==> src/sv/click_code_lock_controller_macros.svh <==
// Assertion macros shared by the code lock RTL.
`ifndef CLICK_CODE_LOCK_CONTROLLER_MACROS_SVH
`define CLICK_CODE_LOCK_CONTROLLER_MACROS_SVH

// Same-cycle implication, sampled on clk and idle during reset.
`define CLCL_ASSERT_NOW(label, ante, cons, msg) \
	label: assert property (@(posedge clk) disable iff (!arst_n) (ante) |-> (cons)) \
		else $error(msg);

// Next-cycle implication, sampled on clk and idle during reset.
`define CLCL_ASSERT_NEXT(label, ante, cons, msg) \
	label: assert property (@(posedge clk) disable iff (!arst_n) (ante) |=> (cons)) \
		else $error(msg);

`endif

==> src/sv/clcl_pkg.sv <==
// Types and constants for the click code lock controller.
`default_nettype none
package clcl_pkg;

	localparam int unsigned TIMER_W = 24;
	localparam int unsigned SYM_W   = 4;
	localparam int unsigned CMD_W   = 2;
	localparam int unsigned LEN_W   = 4;
	localparam int unsigned CFG_IW  = 2;
	localparam int unsigned CFG_DW  = 24;

	localparam logic [TIMER_W-1:0] ATTEMPT_RESET = 24'd60000;
	localparam logic [TIMER_W-1:0] IDLE_RESET    = 24'd2500;
	localparam logic [LEN_W-1:0]   MIN_LEN_RESET = 4'd3;

	localparam logic [CMD_W-1:0] CMD_TICK  = 2'd0;
	localparam logic [CMD_W-1:0] CMD_CLICK = 2'd1;
	localparam logic [CMD_W-1:0] CMD_SETUP = 2'd2;

	localparam logic [CFG_IW-1:0] REG_ATTEMPT = 2'd0;
	localparam logic [CFG_IW-1:0] REG_IDLE    = 2'd1;
	localparam logic [CFG_IW-1:0] REG_MIN_LEN = 2'd2;

	localparam int unsigned RES_Q_DEPTH = 8;
	localparam int unsigned RES_Q_CNTW  = $clog2(RES_Q_DEPTH + 1);

	typedef enum logic [2:0] {
		MODE_VERIFY  = 3'b001,
		MODE_CONFIRM = 3'b010,
		MODE_SETNEW  = 3'b100
	} mode_t;

	typedef enum logic [3:0] {
		ST_TYPING    = 4'd0,
		ST_GRANTED   = 4'd1,
		ST_DENIED    = 4'd2,
		ST_NO_CODE   = 4'd3,
		ST_TOO_SHORT = 4'd4,
		ST_ASK_OLD   = 4'd5,
		ST_ENTER_NEW = 4'd6,
		ST_OLD_WRONG = 4'd7,
		ST_SAVED     = 4'd8,
		ST_TIMEOUT   = 4'd9
	} status_t;

	typedef struct packed {
		status_t          status;
		logic [LEN_W-1:0] entered_len;
		logic             unlock;
		logic             last;
	} res_t;

	typedef struct packed {
		logic [1:0] n;
		res_t       r0;
		res_t       r1;
	} push_t;

endpackage
`default_nettype wire

==> src/sv/clcl_item_if.sv <==
// Input channel of the code lock: command and click symbol.
`default_nettype none
interface clcl_item_if;
	logic       valid;
	logic       ready;
	logic [1:0] cmd;
	logic [3:0] click_symbol;

	modport source (output valid, cmd, click_symbol, input ready);
	modport sink (input valid, cmd, click_symbol, output ready);
endinterface
`default_nettype wire

==> src/sv/clcl_result_if.sv <==
// Result channel of the code lock: status, entered length, unlock and last mark.
`default_nettype none
interface clcl_result_if;
	logic       valid;
	logic       ready;
	logic [3:0] status;
	logic [3:0] entered_len;
	logic       unlock;
	logic       last;

	modport source (output valid, status, entered_len, unlock, last, input ready);
	modport sink (input valid, status, entered_len, unlock, last, output ready);
endinterface
`default_nettype wire

==> src/sv/clcl_core.sv <==
// Input register, lock state and per-item result generation.
`default_nettype none
`include "click_code_lock_controller_macros.svh"
module clcl_core #(
	parameter int unsigned MAX_CODE_LEN = 14
) (
	input  wire logic                          clk,
	input  wire logic                          arst_n,
	input  wire logic                          accept,
	input  wire logic [clcl_pkg::CMD_W-1:0]    cmd,
	input  wire logic [clcl_pkg::SYM_W-1:0]    click_symbol,
	input  wire logic                          cfg_wr_en,
	input  wire logic [clcl_pkg::CFG_IW-1:0]   cfg_index,
	input  wire logic [clcl_pkg::CFG_DW-1:0]   cfg_wdata,
	output clcl_pkg::push_t                    push
);
	localparam int unsigned CW = $clog2(MAX_CODE_LEN + 1);
	localparam int unsigned IW = $clog2(MAX_CODE_LEN);
	localparam int unsigned MW = (CW > clcl_pkg::LEN_W) ? CW : clcl_pkg::LEN_W;
	localparam int unsigned TW = clcl_pkg::TIMER_W;

	logic                           valid_s1;
	logic [clcl_pkg::CMD_W-1:0]     cmd_s1;
	logic [clcl_pkg::SYM_W-1:0]     sym_s1;

	logic [TW-1:0]                  att_cfg_q, idle_cfg_q;
	logic [clcl_pkg::LEN_W-1:0]     min_len_q;

	clcl_pkg::mode_t                mode_q, mode_n;
	logic                           code_set_q, code_set_n;
	logic [CW-1:0]                  cnt_q, cnt_n, slen_q;
	logic [TW-1:0]                  at_q, at_n, id_q, id_n;
	logic [clcl_pkg::SYM_W-1:0]     ent_q [MAX_CODE_LEN];
	logic [clcl_pkg::SYM_W-1:0]     ent_w [MAX_CODE_LEN];
	logic [clcl_pkg::SYM_W-1:0]     stored_q [MAX_CODE_LEN];

	logic [CW-1:0]                  cnt_w, sub_cnt;
	logic [TW-1:0]                  at_inc, id_inc;
	logic                           mismatch, match;
	logic                           ent_we, store_we, do_sub, sub_slot, clear;
	clcl_pkg::status_t              sub_status;
	clcl_pkg::mode_t                sub_mode;
	logic                           sub_unlock, sub_store;

	// Input register.
	always_ff @(posedge clk or negedge arst_n) begin
		if (!arst_n) begin
			valid_s1 <= 1'b0;
		end else begin
			valid_s1 <= accept;
		end
	end

	always_ff @(posedge clk) begin
		if (accept) begin
			cmd_s1 <= cmd;
			sym_s1 <= click_symbol;
		end
	end

	// Configuration registers.
	always_ff @(posedge clk or negedge arst_n) begin
		if (!arst_n) begin
			att_cfg_q  <= clcl_pkg::ATTEMPT_RESET;
			idle_cfg_q <= clcl_pkg::IDLE_RESET;
			min_len_q  <= clcl_pkg::MIN_LEN_RESET;
		end else if (cfg_wr_en) begin
			case (cfg_index)
				clcl_pkg::REG_ATTEMPT: att_cfg_q  <= cfg_wdata[TW-1:0];
				clcl_pkg::REG_IDLE:    idle_cfg_q <= cfg_wdata[TW-1:0];
				clcl_pkg::REG_MIN_LEN: min_len_q  <= cfg_wdata[clcl_pkg::LEN_W-1:0];
				default: ;
			endcase
		end
	end

	assign cnt_w   = CW'(cnt_q + 1'b1);
	assign sub_cnt = (cmd_s1 == clcl_pkg::CMD_CLICK) ? cnt_w : cnt_q;
	assign at_inc  = (at_q == '1) ? at_q : TW'(at_q + 1'b1);
	assign id_inc  = (id_q == '1) ? id_q : TW'(id_q + 1'b1);

	// The entry with the current symbol written at the next free place.
	always_comb begin
		ent_w = ent_q;
		ent_w[cnt_q[IW-1:0]] = sym_s1;
	end

	always_comb begin
		mismatch = 1'b0;
		for (int i = 0; i < MAX_CODE_LEN; i++) begin
			if ((CW'(i) < slen_q) && (ent_w[i] != stored_q[i])) begin
				mismatch = 1'b1;
			end
		end
		match = (sub_cnt == slen_q) && !mismatch;
	end

	// Outcome of submitting the entry.
	always_comb begin
		sub_status = clcl_pkg::ST_DENIED;
		sub_mode   = clcl_pkg::MODE_VERIFY;
		sub_unlock = 1'b0;
		sub_store  = 1'b0;
		if (MW'(sub_cnt) < MW'(min_len_q)) begin
			sub_status = clcl_pkg::ST_TOO_SHORT;
		end else begin
			case (mode_q)
				clcl_pkg::MODE_CONFIRM: begin
					if (match) begin
						sub_status = clcl_pkg::ST_ENTER_NEW;
						sub_mode   = clcl_pkg::MODE_SETNEW;
					end else begin
						sub_status = clcl_pkg::ST_OLD_WRONG;
					end
				end
				clcl_pkg::MODE_SETNEW: begin
					sub_status = clcl_pkg::ST_SAVED;
					sub_store  = 1'b1;
				end
				default: begin
					if (match) begin
						sub_status = clcl_pkg::ST_GRANTED;
						sub_unlock = 1'b1;
					end
				end
			endcase
		end
	end

	always_comb begin
		mode_n     = mode_q;
		code_set_n = code_set_q;
		cnt_n      = cnt_q;
		at_n       = at_q;
		id_n       = id_q;
		ent_we     = 1'b0;
		store_we   = 1'b0;
		do_sub     = 1'b0;
		sub_slot   = 1'b0;
		clear      = 1'b0;
		push       = '0;
		if (valid_s1) begin
			case (cmd_s1)
				clcl_pkg::CMD_TICK: begin
					if (cnt_q != '0) begin
						at_n = at_inc;
						id_n = id_inc;
						if (at_inc > att_cfg_q) begin
							clear            = 1'b1;
							mode_n           = clcl_pkg::MODE_VERIFY;
							push.n           = 2'd1;
							push.r0.status   = clcl_pkg::ST_TIMEOUT;
						end else if (id_inc > idle_cfg_q) begin
							do_sub = 1'b1;
						end
					end
				end
				clcl_pkg::CMD_CLICK: begin
					if (mode_q == clcl_pkg::MODE_VERIFY && !code_set_q) begin
						push.n         = 2'd1;
						push.r0.status = clcl_pkg::ST_NO_CODE;
					end else begin
						if (cnt_q == '0) begin
							at_n = '0;
						end
						id_n                = '0;
						ent_we              = 1'b1;
						cnt_n               = cnt_w;
						push.n              = 2'd1;
						push.r0.status      = clcl_pkg::ST_TYPING;
						push.r0.entered_len = clcl_pkg::LEN_W'(cnt_w);
						if (cnt_w == CW'(MAX_CODE_LEN)) begin
							do_sub   = 1'b1;
							sub_slot = 1'b1;
						end
					end
				end
				clcl_pkg::CMD_SETUP: begin
					if (mode_q == clcl_pkg::MODE_VERIFY && cnt_q == '0) begin
						clear  = 1'b1;
						push.n = 2'd1;
						if (code_set_q) begin
							mode_n         = clcl_pkg::MODE_CONFIRM;
							push.r0.status = clcl_pkg::ST_ASK_OLD;
						end else begin
							mode_n         = clcl_pkg::MODE_SETNEW;
							push.r0.status = clcl_pkg::ST_ENTER_NEW;
						end
					end
				end
				default: ;
			endcase
		end
		if (do_sub) begin
			clear  = 1'b1;
			mode_n = sub_mode;
			if (sub_store) begin
				store_we   = 1'b1;
				code_set_n = 1'b1;
			end
			if (sub_slot) begin
				push.n           = 2'd2;
				push.r1.status   = sub_status;
				push.r1.unlock   = sub_unlock;
			end else begin
				push.n           = 2'd1;
				push.r0.status   = sub_status;
				push.r0.unlock   = sub_unlock;
			end
		end
		if (clear) begin
			cnt_n = '0;
			at_n  = '0;
			id_n  = '0;
		end
		push.r0.last = (push.n == 2'd1);
		push.r1.last = (push.n == 2'd2);
	end

	always_ff @(posedge clk or negedge arst_n) begin
		if (!arst_n) begin
			mode_q     <= clcl_pkg::MODE_VERIFY;
			code_set_q <= 1'b0;
			cnt_q      <= '0;
			slen_q     <= '0;
			at_q       <= '0;
			id_q       <= '0;
		end else begin
			mode_q     <= mode_n;
			code_set_q <= code_set_n;
			cnt_q      <= cnt_n;
			at_q       <= at_n;
			id_q       <= id_n;
			if (store_we) begin
				slen_q <= sub_cnt;
			end
		end
	end

	always_ff @(posedge clk) begin
		if (ent_we) begin
			ent_q <= ent_w;
		end
		if (store_we) begin
			stored_q <= ent_w;
		end
	end

	`CLCL_ASSERT_NOW(a_cnt_bound, 1'b1, cnt_q < CW'(MAX_CODE_LEN), "entry count reached the full length")
	`CLCL_ASSERT_NEXT(a_code_sticky, code_set_q, code_set_q, "stored code was lost")
	`CLCL_ASSERT_NOW(a_pair_on_click, push.n == 2'd2, valid_s1 && cmd_s1 == clcl_pkg::CMD_CLICK, "two results without a click")
	`CLCL_ASSERT_NOW(a_unlock_granted, push.r0.unlock, push.r0.status == clcl_pkg::ST_GRANTED, "unlock without granted status")

endmodule
`default_nettype wire

==> src/sv/clcl_res_fifo.sv <==
// Result queue taking up to two results per cycle and giving one.
`default_nettype none
`include "click_code_lock_controller_macros.svh"
module clcl_res_fifo (
	input  wire logic                             clk,
	input  wire logic                             arst_n,
	input  wire clcl_pkg::push_t                  push,
	input  wire logic                             pop,
	output logic                                  valid,
	output clcl_pkg::res_t                        head,
	output logic [clcl_pkg::RES_Q_CNTW-1:0]       count
);
	localparam int unsigned DEPTH = clcl_pkg::RES_Q_DEPTH;
	localparam int unsigned IW    = $clog2(DEPTH);
	localparam int unsigned NW    = clcl_pkg::RES_Q_CNTW;

	clcl_pkg::res_t  mem_q [DEPTH];
	logic [IW-1:0]   wr_q, rd_q;
	logic [NW-1:0]   count_q;
	logic            pop_do;

	assign valid  = (count_q != '0);
	assign head   = mem_q[rd_q];
	assign count  = count_q;
	assign pop_do = pop && valid;

	always_ff @(posedge clk) begin
		if (push.n != 2'd0) begin
			mem_q[wr_q] <= push.r0;
		end
		if (push.n == 2'd2) begin
			mem_q[IW'(wr_q + 1'b1)] <= push.r1;
		end
	end

	always_ff @(posedge clk or negedge arst_n) begin
		if (!arst_n) begin
			wr_q    <= '0;
			rd_q    <= '0;
			count_q <= '0;
		end else begin
			wr_q    <= IW'(wr_q + IW'(push.n));
			rd_q    <= IW'(rd_q + IW'(pop_do));
			count_q <= NW'(count_q + NW'(push.n) - NW'(pop_do));
		end
	end

	`CLCL_ASSERT_NOW(a_no_overflow, push.n != 2'd0, ({1'b0, count_q} + (NW + 1)'(push.n)) <= (NW + 1)'(DEPTH), "result queue overflow")
	`CLCL_ASSERT_NOW(a_ptr_gap, count_q != NW'(DEPTH), IW'(wr_q - rd_q) == count_q[IW-1:0], "queue pointers disagree with count")

endmodule
`default_nettype wire

==> src/sv/click_code_lock_controller.sv <==
// An accepted item is held in the input register, and its results are written to the result queue,
// from which the first is offered on the result port.
// One item per cycle while the result queue has room; the result port gives one result per cycle,
// so an item that ends an entry with a full code gives two results.
// Input is held off while the eight-entry result queue could not take two more results.
// Reset clears mode, code-set flag, entry count, timers and registers to their defaults.
`default_nettype none
module click_code_lock_controller #(
	parameter int unsigned MAX_CODE_LEN = 14
) (
	input  wire logic                          clk,
	input  wire logic                          arst_n,
	input  wire logic                          cfg_wr_en,
	input  wire logic [clcl_pkg::CFG_IW-1:0]   cfg_index,
	input  wire logic [clcl_pkg::CFG_DW-1:0]   cfg_wdata,
	clcl_item_if.sink                          item,
	clcl_result_if.source                      result
);
	localparam int unsigned NW = clcl_pkg::RES_Q_CNTW + 1;

	clcl_pkg::push_t                   push;
	clcl_pkg::res_t                    q_head;
	logic                              q_valid;
	logic [clcl_pkg::RES_Q_CNTW-1:0]   q_count;
	logic                              accept;

	assign item.ready = (NW'(q_count) + NW'(push.n)) <= NW'(clcl_pkg::RES_Q_DEPTH - 2);
	assign accept     = item.valid && item.ready;

	clcl_core #(
		.MAX_CODE_LEN (MAX_CODE_LEN)
	) u_core (
		.clk          (clk),
		.arst_n       (arst_n),
		.accept       (accept),
		.cmd          (item.cmd),
		.click_symbol (item.click_symbol),
		.cfg_wr_en    (cfg_wr_en),
		.cfg_index    (cfg_index),
		.cfg_wdata    (cfg_wdata),
		.push         (push)
	);

	clcl_res_fifo u_res_fifo (
		.clk    (clk),
		.arst_n (arst_n),
		.push   (push),
		.pop    (result.ready),
		.valid  (q_valid),
		.head   (q_head),
		.count  (q_count)
	);

	assign result.valid       = q_valid;
	assign result.status      = q_head.status;
	assign result.entered_len = q_head.entered_len;
	assign result.unlock      = q_head.unlock;
	assign result.last        = q_head.last;

endmodule
`default_nettype wire
==> src/flat_wrapper.sv <==
// flat-port wrapper written by rule: the top's interface ports become plain ports
module click_code_lock_controller_flat 
#(
	parameter int unsigned MAX_CODE_LEN = 14
)
  (clk, arst_n, cfg_wr_en, cfg_index, cfg_wdata, item_valid, item_cmd, item_click_symbol, item_ready, result_valid, result_status, result_entered_len, result_unlock, result_last, result_ready);
  clcl_item_if item_i ();
  clcl_result_if result_i ();
  input  wire logic clk;
  input  wire logic arst_n;
  input  wire logic cfg_wr_en;
  input  wire logic [clcl_pkg::CFG_IW-1:0] cfg_index;
  input  wire logic [clcl_pkg::CFG_DW-1:0] cfg_wdata;
  input wire logic [$bits(item_i.valid)-1:0] item_valid;
  input wire logic [$bits(item_i.cmd)-1:0] item_cmd;
  input wire logic [$bits(item_i.click_symbol)-1:0] item_click_symbol;
  output wire logic [$bits(item_i.ready)-1:0] item_ready;
  output wire logic [$bits(result_i.valid)-1:0] result_valid;
  output wire logic [$bits(result_i.status)-1:0] result_status;
  output wire logic [$bits(result_i.entered_len)-1:0] result_entered_len;
  output wire logic [$bits(result_i.unlock)-1:0] result_unlock;
  output wire logic [$bits(result_i.last)-1:0] result_last;
  input wire logic [$bits(result_i.ready)-1:0] result_ready;
  assign item_i.valid = item_valid;
  assign item_i.cmd = item_cmd;
  assign item_i.click_symbol = item_click_symbol;
  assign item_ready = item_i.ready;
  assign result_valid = result_i.valid;
  assign result_status = result_i.status;
  assign result_entered_len = result_i.entered_len;
  assign result_unlock = result_i.unlock;
  assign result_last = result_i.last;
  assign result_i.ready = result_ready;
  click_code_lock_controller #(.MAX_CODE_LEN(MAX_CODE_LEN)) u_core (.clk(clk), .arst_n(arst_n), .cfg_wr_en(cfg_wr_en), .cfg_index(cfg_index), .cfg_wdata(cfg_wdata), .item(item_i), .result(result_i));
endmodule
==> config.mk <==
export PLATFORM = sky130hd
export DESIGN_NAME = click_code_lock_controller_flat
export DESIGN_NICKNAME = d
export VERILOG_FILES = /design/src/sv/clcl_pkg.sv /design/src/sv/clcl_item_if.sv /design/src/sv/clcl_result_if.sv /design/src/sv/clcl_core.sv /design/src/sv/clcl_res_fifo.sv /design/src/sv/click_code_lock_controller.sv /design/src/flat_wrapper.sv
export VERILOG_INCLUDE_DIRS = /design/src /design/src/sv
export SDC_FILE = /design/constraint.sdc
export NUM_CORES = 1
export LEC_CHECK = 0
export BUFFER_PORTS_ARGS = -buffer_cell sky130_fd_sc_hd__buf_4
export CORE_MARGIN = 4
export CORE_UTILIZATION = 30
export DETAILED_ROUTE_END_ITERATION = 12
export GPL_ROUTABILITY_DRIVEN = 0
export GPL_TIMING_DRIVEN = 1
export PLACE_DENSITY = 0.54
export SETUP_SLACK_MARGIN = 0.15
export SLEW_MARGIN = 20
export SYNTH_ARGS = -nofsm -noshare
export SYNTH_HDL_FRONTEND = slang
export SYNTH_SLANG_ARGS = --single-unit
export TNS_END_PERCENT = 30
==> constraint.sdc <==
create_clock -name clk -period 17.1 [get_ports clk]
set_input_delay 1.71 -clock clk [delete_from_list [all_inputs] [get_ports clk]]
set_output_delay 1.71 -clock clk [all_outputs]
set_load 0.01 [all_outputs]
==> metrics, run 1 <==
number of enable flip-flop cells after synthesis approximately 170; type of origin of the critical path register; Cell Pwr Density between 100 and 150 mW/mm²; final total power approximately 2400 µW; antenna viol nets, final 0; count of clock tree sinks between 300 and 400; Max Cap Violations 0; number of cells produced by synthesis about 1600; CTS tree yes; number of design-rule violations left by the first detailed-router iteration approximately 910; post-synthesis register bit count roughly 320; DRC viols 0; cell leakage power 0.007878 µW; worst hold path stage count 2; Least-Margin Pin Slew roughly 1100 ps; average vias per placed instance just over 5; reg2reg end u_core.u_core.sym_s1[1]$_DFFE_PP_; Post-CTS Hold Buffers 0; r2r worst-path depth 24; Synth warnings 0; number of pins exceeding their max-slew limit in the final report 0; element type at the critical path end output pin; share of flip-flops with an asynchronous set or reset 38.32%; Chip Height between 200 and 250 µm; starting density of the core a little under a third; clock slew at reported path FFs about 60 ps; H-tree depth 2; pre-CTS WS 9122 ps; Most common cell on crit path sky130_fd_sc_hd__nor2_1; worst min-delay path class register to register; final critical delay including setup and external delays a little under 9000 ps; nets@finish around 1800; HPWL Detailed 29870 µm; end point of the worst hold path u_core.u_res_fifo.mem_q[0][2]$_SDFFE_PP0P_; largest buffer count on any clock path 3; total negative slack for setup checks 0 ps; number of failing hold endpoints at the final stage 0; post-cts sizing count 0; Diodes inserted 0; global route total overflow 0; Reg2Reg Setup Slack roughly 10000 ps; Max Fanout on Critical Path 7; worst endpoint data arrival time 6940 ps; Syn Nets approximately 1700; hold path startpoint u_core.u_res_fifo.mem_q[0][2]$_SDFFE_PP0P_; Worst Setup Slack, final about 8500 ps; Std-Cell Core Area between 0.05 and 0.06 mm²; setup clock skew after layout approximately 35 ps; Post-Route Hold Slack ~470 ps; buffers plus inverters on the worst setup path 2; top achievable clock speed around 0.12 GHz; launch instance of the worst register-to-register path u_core.u_core.at_q[21]$_DFFE_PN0P_; maximum ir drop on the vdd rail roughly 67 µV; layout cell share with drive strength beyond 1 ~15%; CTS Buf Count 39; detailed-router iteration count before antenna repair 5; slowest CP cell sky130_fd_sc_hd__nor3_1; average wire per cell in the routed design 17.99 µm; largest net degree at the start of global routing 64; Synth Cell Area 0.01740 mm²; Post-synth top cells sky130_fd_sc_hd__nand2_1, sky130_fd_sc_hd__edfxtp_1, sky130_fd_sc_hd__o21ai_0; share of Yosys cell area claimed by the top area cell type about 29%; full die area between 0.06 and 0.07 mm²; worst rel slew slack 26.99%; total of endpoints with negative setup slack in the final report 0; share of the clock period used by the worst path 50.56%; area grow syn2layout 14.08%; delay contributed by the slowest stage of the critical path approximately 640 ps; setup repair after global routing missed its margin no; CTS root buffer sky130_fd_sc_hd__clkbuf_16; total routing resource utilization after global routing roughly 14%; Vias roughly 12000; width of the die between 200 and 250 µm; Syn Area/Cell between 10 and 15 µm²; biggest area contributors in the synthesized netlist sky130_fd_sc_hd__edfxtp_1, sky130_fd_sc_hd__dfrtp_1, sky130_fd_sc_hd__ha_1; data required time at the worst endpoint approximately 15000 ps; family with the most delay on the worst path simple AND/OR/NAND/NOR gates; library cell with the highest instance count after synthesis sky130_fd_sc_hd__nand2_1; critical path cell sequence nand3_1 -> or3_1 -> nor3_1 -> nand2b_1 -> nor2_1 -> nand4_1 -> nor2_1 -> xor2_1 -> ha_1 -> nand4_1 -> nor2_1 -> nand2_1 -> nand3b_1 -> o22ai_1 -> o311ai_0 -> o21ai_1 -> nand2_1 -> inv_1 -> ha_1 -> fa_1 -> a31oi_1 -> a21oi_1 -> nor2_1 -> buf_4; Filler Cells Inserted around 5700; PortBufs 48; setup bufs post-CTS 0; Cell variety after synth 84; vias in the first global route about 12000; wire length of the first global-routing pass ~70000 µm; share of the yosys chip area belonging to registers 50.12%; leading register cell type out of synthesis sky130_fd_sc_hd__edfxtp_1; outcome finished, final reports clean; top-level I/O count approximately 50; wirelength, routed 43820 µm; number of antenna violations at the first check in global routing 0; source-to-sink clock delay at the later pin of the worst-skew pair around 560 ps; Setup CP Type register to output pin; cell type with the largest total area after synthesis sky130_fd_sc_hd__edfxtp_1; standard-cell row count between 80 and 90
-- worst min-delay path, stage by stage, from the launching register on --
cell and delay, ps:
sky130_fd_sc_hd__dfxtp_1 300, sky130_fd_sc_hd__nand2_1 50, sky130_fd_sc_hd__mux2i_1 60
-- layout make-up --
| cell class | instances | area, µm² | share of cell area [%] |
|---|---|---|---|
| multi-input combinational | 1098 | 7991 | 40.25 |
| tap | 765 | 957.2 | 4.821 |
| clock inverter | 17 | 146.4 | 0.7373 |
| clock buffer | 54 | 1104 | 5.558 |
| sequential | 321 | 8722 | 43.93 |
| inverter | 114 | 427.9 | 2.155 |
| timing repair buffer | 67 | 506.7 | 2.552 |
-- cells in the final DEF, fill, tap and decap left out, drive strengths merged, types with 19 or more instances in the layout --
master,Yosys,layout
nand2,175,175
clkbuf,56,54
nor3,21,21
nor2,73,73
ha,71,71
mux2i,23,23
dfxtp,32,32
xor2,48,48
dfrtp,108,108
a22o,26,26
o22ai,36,36
nand3,55,55
a21oi,41,41
mux2,66,66
inv,113,116
a21o,19,19
o21ai,131,131
edfxtp,166,166
mux4,20,20
nand4,26,26
xnor2,51,51
buf,13,67
-- metal layers --
metal | part of all wire, % | vias up | GRT usage [%]
li1 | - | 5955 | -
met1 | 46 | 6127 | 19.33
met2 | 47 | 320 | 22.38
met3 | 5.1 | 60 | 2.527
met4 | 2.2 | 0 | 3.799
met5 | 0 | - | 0
-- registers in the layout, indices dropped and copies added, names as in the netlist, 2 cells and up --
| signal | count |
|---|---|
| u_core.u_core.slen_q | 4 |
| u_core.u_core.att_cfg_q | 24 |
| u_core.u_res_fifo.wr_q | 3 |
| u_core.u_core.id_q | 24 |
| u_core.u_core.ent_q | 56 |
| u_core.u_core.stored_q | 56 |
| u_core.u_core.mode_q | 3 |
| u_core.u_core.cnt_q | 4 |
| u_core.u_core.sym_s1 | 4 |
| u_core.u_core.at_q | 24 |
| u_core.u_core.cmd_s1 | 2 |
| u_core.u_res_fifo.rd_q | 3 |
| u_core.u_res_fifo.mem_q | 80 |
| u_core.u_core.min_len_q | 4 |
| u_core.u_core.idle_cfg_q | 24 |
| u_core.u_res_fifo.count | 4 |
-- worst max path at each step --
stage                            end                          startpoint  slack (ps)  cells past startpoint
after floorplan           item_ready   u_core.u_core.id_q[0]$_DFFE_PN0P_       10110                     25
after global placement    item_ready  u_core.u_core.at_q[21]$_DFFE_PN0P_        9310                     24
after detailed placement  item_ready  u_core.u_core.at_q[21]$_DFFE_PN0P_        9120                     24
after CTS                 item_ready  u_core.u_core.at_q[21]$_DFFE_PN0P_        8490                     24
after global routing      item_ready  u_core.u_core.at_q[18]$_DFFE_PN0P_        7850                     24
final                     item_ready  u_core.u_core.at_q[21]$_DFFE_PN0P_        8450                     24
-- cells by family after synthesis --
group | after synthesis | share of synthesized area [%]
compound gates | 363 | 13.98
fa+ha+maj | 74 | 5.449
mux | 109 | 8.181
xor+xnor | 99 | 5.025
buf+inv | 183 | 4.162
simple gates | 453 | 13.08
flops | 321 | 50.11
-- stage by stage --
step                std cells  util, %  area (µm²)
floorplan                1602        -       17400
global placement         2365    32.31       18610
detailed placement       2365    32.31       18610
CTS                      2436    34.48       19860
global route             2436    34.48       19860
finish                   2436    34.48       19860
-- where the power goes --
part | switching, µW | internal, µW
registers | 76.2 | 910
clock network | 330 | 482
logic | 386 | 259
No activity file was read; power rests on OpenSTA's default activity.
==> run 2: changes to the inputs <==
- ABC_AREA: unset -> 1
- clock period: 17.1 -> 8.45 ns (I/O delays scaled with it)
==> metrics, run 2 <==
outcome finished, final reports clean; CTS root buffer sky130_fd_sc_hd__clkbuf_16; setup bufs post-CTS 0; total negative slack for setup checks 0 ps; data required time at the worst endpoint approximately 7600 ps; Vias between 10000 and 15000; Syn Nets approximately 2400; worst min-delay path class primary input to asynchronous set/reset pin; share of the yosys chip area belonging to registers about half; Least-Margin Pin Slew slightly above 900 ps; worst rel slew slack around 38%; r2r worst-path depth 32; standard-cell row count just under 90; worst endpoint data arrival time ~6300 ps; Top Registers u_core.u_res_fifo.mem_q x80, u_core.u_core.ent_q x56, u_core.u_core.stored_q x56; Filler Cells Inserted slightly above 6000; HPWL Detailed ~33000 µm; largest net degree at the start of global routing 71; count of clock tree sinks around 320; type of origin of the critical path register; Most common cell on crit path sky130_fd_sc_hd__nand2_1; wire length of the first global-routing pass ~76000 µm; source-to-sink clock delay at the later pin of the worst-skew pair between 500 and 600 ps; Syn Area/Cell a little over 8 µm²; Post-synth top cells sky130_fd_sc_hd__nand2_1, sky130_fd_sc_hd__inv_1, sky130_fd_sc_hd__nand3_1; top-level I/O count a little under 50; wirelength, routed 46780 µm; final total power 5223 µW; H-tree depth 2; vias in the first global route approximately 15000; biggest area contributors in the synthesized netlist sky130_fd_sc_hd__edfxtp_1, sky130_fd_sc_hd__dfrtp_1, sky130_fd_sc_hd__nand2_1; clock slew at reported path FFs roughly 60 ps; starting density of the core 30.44%; Cell variety after synth 48; detailed-router iteration count before antenna repair 5; setup repair after global routing missed its margin no; PortBufs 48; final critical delay including setup and external delays slightly above 7000 ps; share of Yosys cell area claimed by the top area cell type 27.59%; CTS tree yes; Std-Cell Core Area 0.05935 mm²; delay contributed by the slowest stage of the critical path between 400 and 500 ps; library cell with the highest instance count after synthesis sky130_fd_sc_hd__nand2_1; average wire per cell in the routed design between 15 and 20 µm; total routing resource utilization after global routing between 10% and 20%; number of enable flip-flop cells after synthesis 166; Cell Pwr Density between 200 and 300 mW/mm²; area grow syn2layout 13.36%; post-synthesis register bit count between 300 and 400; antenna viol nets, final 0; Setup CP Type register to output pin; global route total overflow 0; post-cts sizing count 0; number of antenna violations at the first check in global routing 0; layout cell share with drive strength beyond 1 roughly 8%; nets@finish 2390; average vias per placed instance between 4 and 5; launch instance of the worst register-to-register path u_core.u_core.at_q[0]$_DFFE_PN0P_; share of flip-flops with an asynchronous set or reset a little under two fifths; max reg flops 80; Post-CTS Hold Buffers 0; Synth warnings 0; full die area ~0.064 mm²; setup clock skew after layout 34.95 ps; final core utilization between 30% and 40%; number of cells produced by synthesis around 2200; element type at the critical path end output pin; CTS Buf Count 38; Chip Height between 200 and 300 µm; total of endpoints with negative setup slack in the final report 0; reg2reg end u_core.u_core.cmd_s1[0]$_DFFE_PP_; number of pins exceeding their max-slew limit in the final report 0; number of failing hold endpoints at the final stage 0; width of the die 253.4 µm; Max Cap Violations 0; top library cells by usage in the layout, fill and taps aside sky130_fd_sc_hd__nand2_1, sky130_fd_sc_hd__inv_1, sky130_fd_sc_hd__nand3_1; number of design-rule violations left by the first detailed-router iteration roughly 950; Max Fanout on Critical Path 11; largest buffer count on any clock path 3; top achievable clock speed around 0.14 GHz; cell type with the largest total area after synthesis sky130_fd_sc_hd__edfxtp_1; share of the clock period used by the worst path a little over four fifths; leading register cell type out of synthesis sky130_fd_sc_hd__edfxtp_1; Reg2Reg Setup Slack between 2000 and 2500 ps; DRC viols 0; slowest CP cell sky130_fd_sc_hd__dfrtp_1; Diodes inserted 0; most common cell after layout, fill and taps aside sky130_fd_sc_hd__nand2_1; Biggest register u_core.u_res_fifo.mem_q; cell leakage power between 0.009 and 0.01 µW; Synth Cell Area around 0.018 mm²; maximum ir drop on the vdd rail 122.9 µV
==> run 2: cell count changes after synthesis, sizes merged, moves of 36 or more <==
cell,change
nor2,+123
mux2,-66
o21ai,+36
nand3,+135
nand2,+538
inv,+167
==> run 2: worst max-delay path by stage <==
stage / start / to / slack (ps) / cells past startpoint
floorplan: u_core.u_core.at_q[0]$_DFFE_PN0P_ / item_ready / 3020 / 33
global route: u_core.u_core.at_q[0]$_DFFE_PN0P_ / item_ready / 510 / 33
detailed placement: u_core.u_core.at_q[0]$_DFFE_PN0P_ / item_ready / 1990 / 33
finish: u_core.u_core.at_q[0]$_DFFE_PN0P_ / item_ready / 1350 / 33
global placement: u_core.u_core.at_q[0]$_DFFE_PN0P_ / item_ready / 2170 / 33
CTS: u_core.u_core.at_q[0]$_DFFE_PN0P_ / item_ready / 1310 / 33
==> run 2: layout make-up <==
type	count	area [µm²]	share of cell area [%]
clock buffer	55	1086	5.303
inverter	281	1055	5.150
sequential	321	8722	42.59
clock inverter	15	215.2	1.051
multi-input combinational	1574	7963	38.88
timing repair buffer	63	473.0	2.309
tap	773	967.2	4.722
==> run 2: cells by family after synthesis <==
logic type      after synthesis  synth area share [%]
fa+ha+maj                    74                 5.249
buf+inv                     351                 7.798
mux                           1               0.05540
simple gates               1203                 29.10
compound gates              249                 7.244
flops                       321                 48.28
xor+xnor                     47                 2.278
==> run 2: stage by stage <==
step | instances | area, µm² | setup WS [ps] | hold slack [ps]
detailed placement | 3012 | 19180 | 1991 | 469.2
finish | 3082 | 20480 | 1346 | 435.4
global placement | 3012 | 19180 | 2166 | 459.2
CTS | 3082 | 20480 | 1311 | 450.1
floorplan | 2246 | 18070 | 3023 | 441.6
global route | 3082 | 20480 | 509.1 | 460.3
==> run 2: where the power goes <==
| part | leakage [µW] | internal (µW) | switching [µW] |
|---|---|---|---|
| Sequential | 0.00330 | 1830 | 119 |
| Combinational | 0.00542 | 476 | 1090 |
| Clock | 0.000639 | 1050 | 665 |
==> run 2: critical path: cells and delay by family, from the launching register on <==
family                   cells  cell delay [ps]
flip-flops                   1              410
AO/OA/AOI/OAI                2              370
XOR/XNOR                     1              170
buffers and inverters        3              370
AND/OR/NAND/NOR             23             3110
adder cells (fa/ha/maj)      4             1270
==> run 2: routing by layer <==
metal	vias up	track usage, %	share of wire, %
li1	7417	-	-
met1	6968	19.40	46
met2	297	23.84	46
met3	87	2.722	4.7
met4	0	5.122	3.2
met5	-	0	0
==> run 3: changes to the inputs <==
- ABC_AREA: 1 -> 0
- PLACE_DENSITY: 0.54 -> 0.56
- clock period: 8.45 -> 6.3 ns (I/O delays scaled with it)
==> metrics, run 3 (synthesized netlist as in run 1, its figures left out) <==
global route total overflow 0; total negative slack for setup checks 0 ps; nets@finish ~1800; worst endpoint data arrival time ~5300 ps; Post-Route Hold Slack approximately 52 ps; detailed-router iteration count before antenna repair 5; maximum ir drop on the vdd rail about 180 µV; worst rel slew slack approximately 28%; switching power share of the total roughly 33%; Cell Pwr Density 327.5 mW/mm²; wirelength, routed between 40000 and 50000 µm; Least-Margin Pin Slew 1074 ps; area grow syn2layout 16.70%; HPWL Detailed 29980 µm; outcome finished, final reports clean; layout cell share with drive strength beyond 1 19.74%; full die area around 0.062 mm²; number of antenna violations at the first check in global routing 2; average wire per cell in the routed design 17.60 µm; most common cell after layout, fill and taps aside sky130_fd_sc_hd__nand2_1; clock slew at reported path FFs 60 ps; number of design-rule violations left by the first detailed-router iteration roughly 880; total routing resource utilization after global routing 13.60%; largest net degree at the start of global routing 64; fraction of power consumed by combinational cells roughly 27%; setup repair after global routing missed its margin yes; average vias per placed instance slightly above 5; antenna viol nets, final 0; Chip Height ~250 µm; width of the die about 250 µm; CTS Buf Count 38; top achievable clock speed roughly 0.17 GHz; vias in the first global route 12590; max reg flops 80; count of clock tree sinks about 320; top-level I/O count 49; source-to-sink clock delay at the later pin of the worst-skew pair about 560 ps; cell leakage power 0.008100 µW; type of origin of the critical path register; Vias 12610; H-tree depth 2; number of failing hold endpoints at the final stage 0; PortBufs between 40 and 50; Filler Cells Inserted about 5700; Multi-input gate area 0.008185 mm²; CTS tree yes; final critical delay including setup and external delays roughly 6000 ps; worst min-delay path class primary input to asynchronous set/reset pin; Max Cap Violations 0; share of the clock period used by the worst path between 90% and 100%; standard-cell row count 88; sequential cell area in the final layout just under 0.009 mm²; data required time at the worst endpoint about 5700 ps; portion of total power attributed to sequential cells 40.5%; wire length of the first global-routing pass 69260 µm; Setup CP Type register to output pin; total of endpoints with negative setup slack in the final report 0; Max Fanout on Critical Path 4; top library cells by usage in the layout, fill and taps aside sky130_fd_sc_hd__nand2_1, sky130_fd_sc_hd__edfxtp_1, sky130_fd_sc_hd__o21ai_0; Top Registers u_core.u_res_fifo.mem_q x80, u_core.u_core.ent_q x56, u_core.u_core.stored_q x56; starting density of the core a little under a third; fraction of power consumed by the clock network 32.3%; CTS root buffer sky130_fd_sc_hd__clkbuf_16; DRC viols 0; number of pins exceeding their max-slew limit in the final report 0; Diodes inserted 0; Post-CTS Hold Buffers 0; setup clock skew after layout ~27 ps; power dissipated by switching net loads between 2000 and 2500 µW; Std-Cell Core Area around 0.058 mm²; largest buffer count on any clock path 3; Biggest register u_core.u_res_fifo.mem_q; element type at the critical path end output pin; internal portion of total power 4476 µW
[run 3: area by class of cell]
class / instances / share of cell area [%]
Multi-Input combinational cell: 1098 / 40.30
Sequential cell: 321 / 42.99
Clock buffer: 57 / 5.483
Inverter: 114 / 2.107
Clock inverter: 12 / 0.4435
Tap cell: 765 / 4.713
Timing Repair Buffer: 105 / 3.961
[run 3: path summary, 6_finish.rpt]
check / start / to / slack, ps / depth (start not counted)
min in group clk: item_click_symbol[3] / u_core.u_core.sym_s1[3]$_DFFE_PP_ / 250 / 1
setup reg to reg: u_core.u_core.id_q[1]$_DFFE_PN0P_ / u_core.u_core.cmd_s1[0]$_DFFE_PP_ / 930 / 25
setup / recovery: u_core.u_core.id_q[1]$_DFFE_PN0P_ / item_ready / 330 / 25
max in group asynchronous: arst_n / u_core.u_core.at_q[18]$_DFFE_PN0P_ / 4950 / 2
hold / removal: arst_n / u_core.u_core.idle_cfg_q[18]$_DFFE_PN0P_ / 50 / 1
hold reg to reg: u_core.u_res_fifo.mem_q[1][2]$_SDFFE_PP0P_ / u_core.u_res_fifo.mem_q[1][2]$_SDFFE_PP0P_ / 460 / 2
[run 3: worst max-delay path, cell delays in order (launching register included)]
cell	delay (ps)
sky130_fd_sc_hd__dfrtp_1	430
sky130_fd_sc_hd__ha_4	190
sky130_fd_sc_hd__and2_1	150
sky130_fd_sc_hd__and4_4	210
sky130_fd_sc_hd__a311oi_2	270
sky130_fd_sc_hd__and2_1	190
sky130_fd_sc_hd__nand2_1	70
sky130_fd_sc_hd__nor3_2	220
sky130_fd_sc_hd__buf_4	140
sky130_fd_sc_hd__buf_4	120
sky130_fd_sc_hd__xnor2_2	60
sky130_fd_sc_hd__ha_1	290
sky130_fd_sc_hd__nand4_1	120
sky130_fd_sc_hd__or2_4	280
sky130_fd_sc_hd__o221ai_4	180
sky130_fd_sc_hd__a21oi_2	50
sky130_fd_sc_hd__a211o_1	300
sky130_fd_sc_hd__o21ai_2	200
sky130_fd_sc_hd__nand2_2	90
sky130_fd_sc_hd__inv_2	120
sky130_fd_sc_hd__ha_4	140
sky130_fd_sc_hd__fa_1	430
sky130_fd_sc_hd__a31oi_1	180
sky130_fd_sc_hd__a21oi_1	80
sky130_fd_sc_hd__nor2_1	140
sky130_fd_sc_hd__buf_4	140
[run 3: timing repair]
action	4_1_cts	5_1_grt
gates resized for setup	26	24
setup buffers	4	22
pin swaps	8	23
endpoints found under the setup margin	7	1
[run 3: routing by layer]
layer | vias up | GRT usage, % | wire (µm)
met5 | - | 0 | 27
met4 | 4 | 4.280 | 1116
met3 | 79 | 2.506 | 2019
met2 | 292 | 22.34 | 20390
met1 | 6200 | 18.31 | 19950
li1 | 6030 | - | -
[run 3: stage by stage]
step	power [µW]	setup slack, ps	utilization [%]	area, µm²	std cells
3_5_place_dp	4495	73.93	32.47	18700	2377
6_report	6652	328.6	35.27	20310	2472
3_3_place_gp	4445	154.4	32.47	18700	2377
4_1_cts	6697	154.4	34.81	20050	2450
2_1_floorplan	3917	390.8	-	17410	1602
5_1_grt	7021	41.84	35.27	20310	2472
[run 3: power by group through the flow]
stage	clock [µW]	sequential [µW]	combinational [µW]
2_1_floorplan	0	2610	1310
3_3_place_gp	0	2720	1730
3_5_place_dp	0	2730	1770
4_1_cts	2220	2680	1800
5_1_grt	2300	2720	2000
6_report	2150	2690	1810
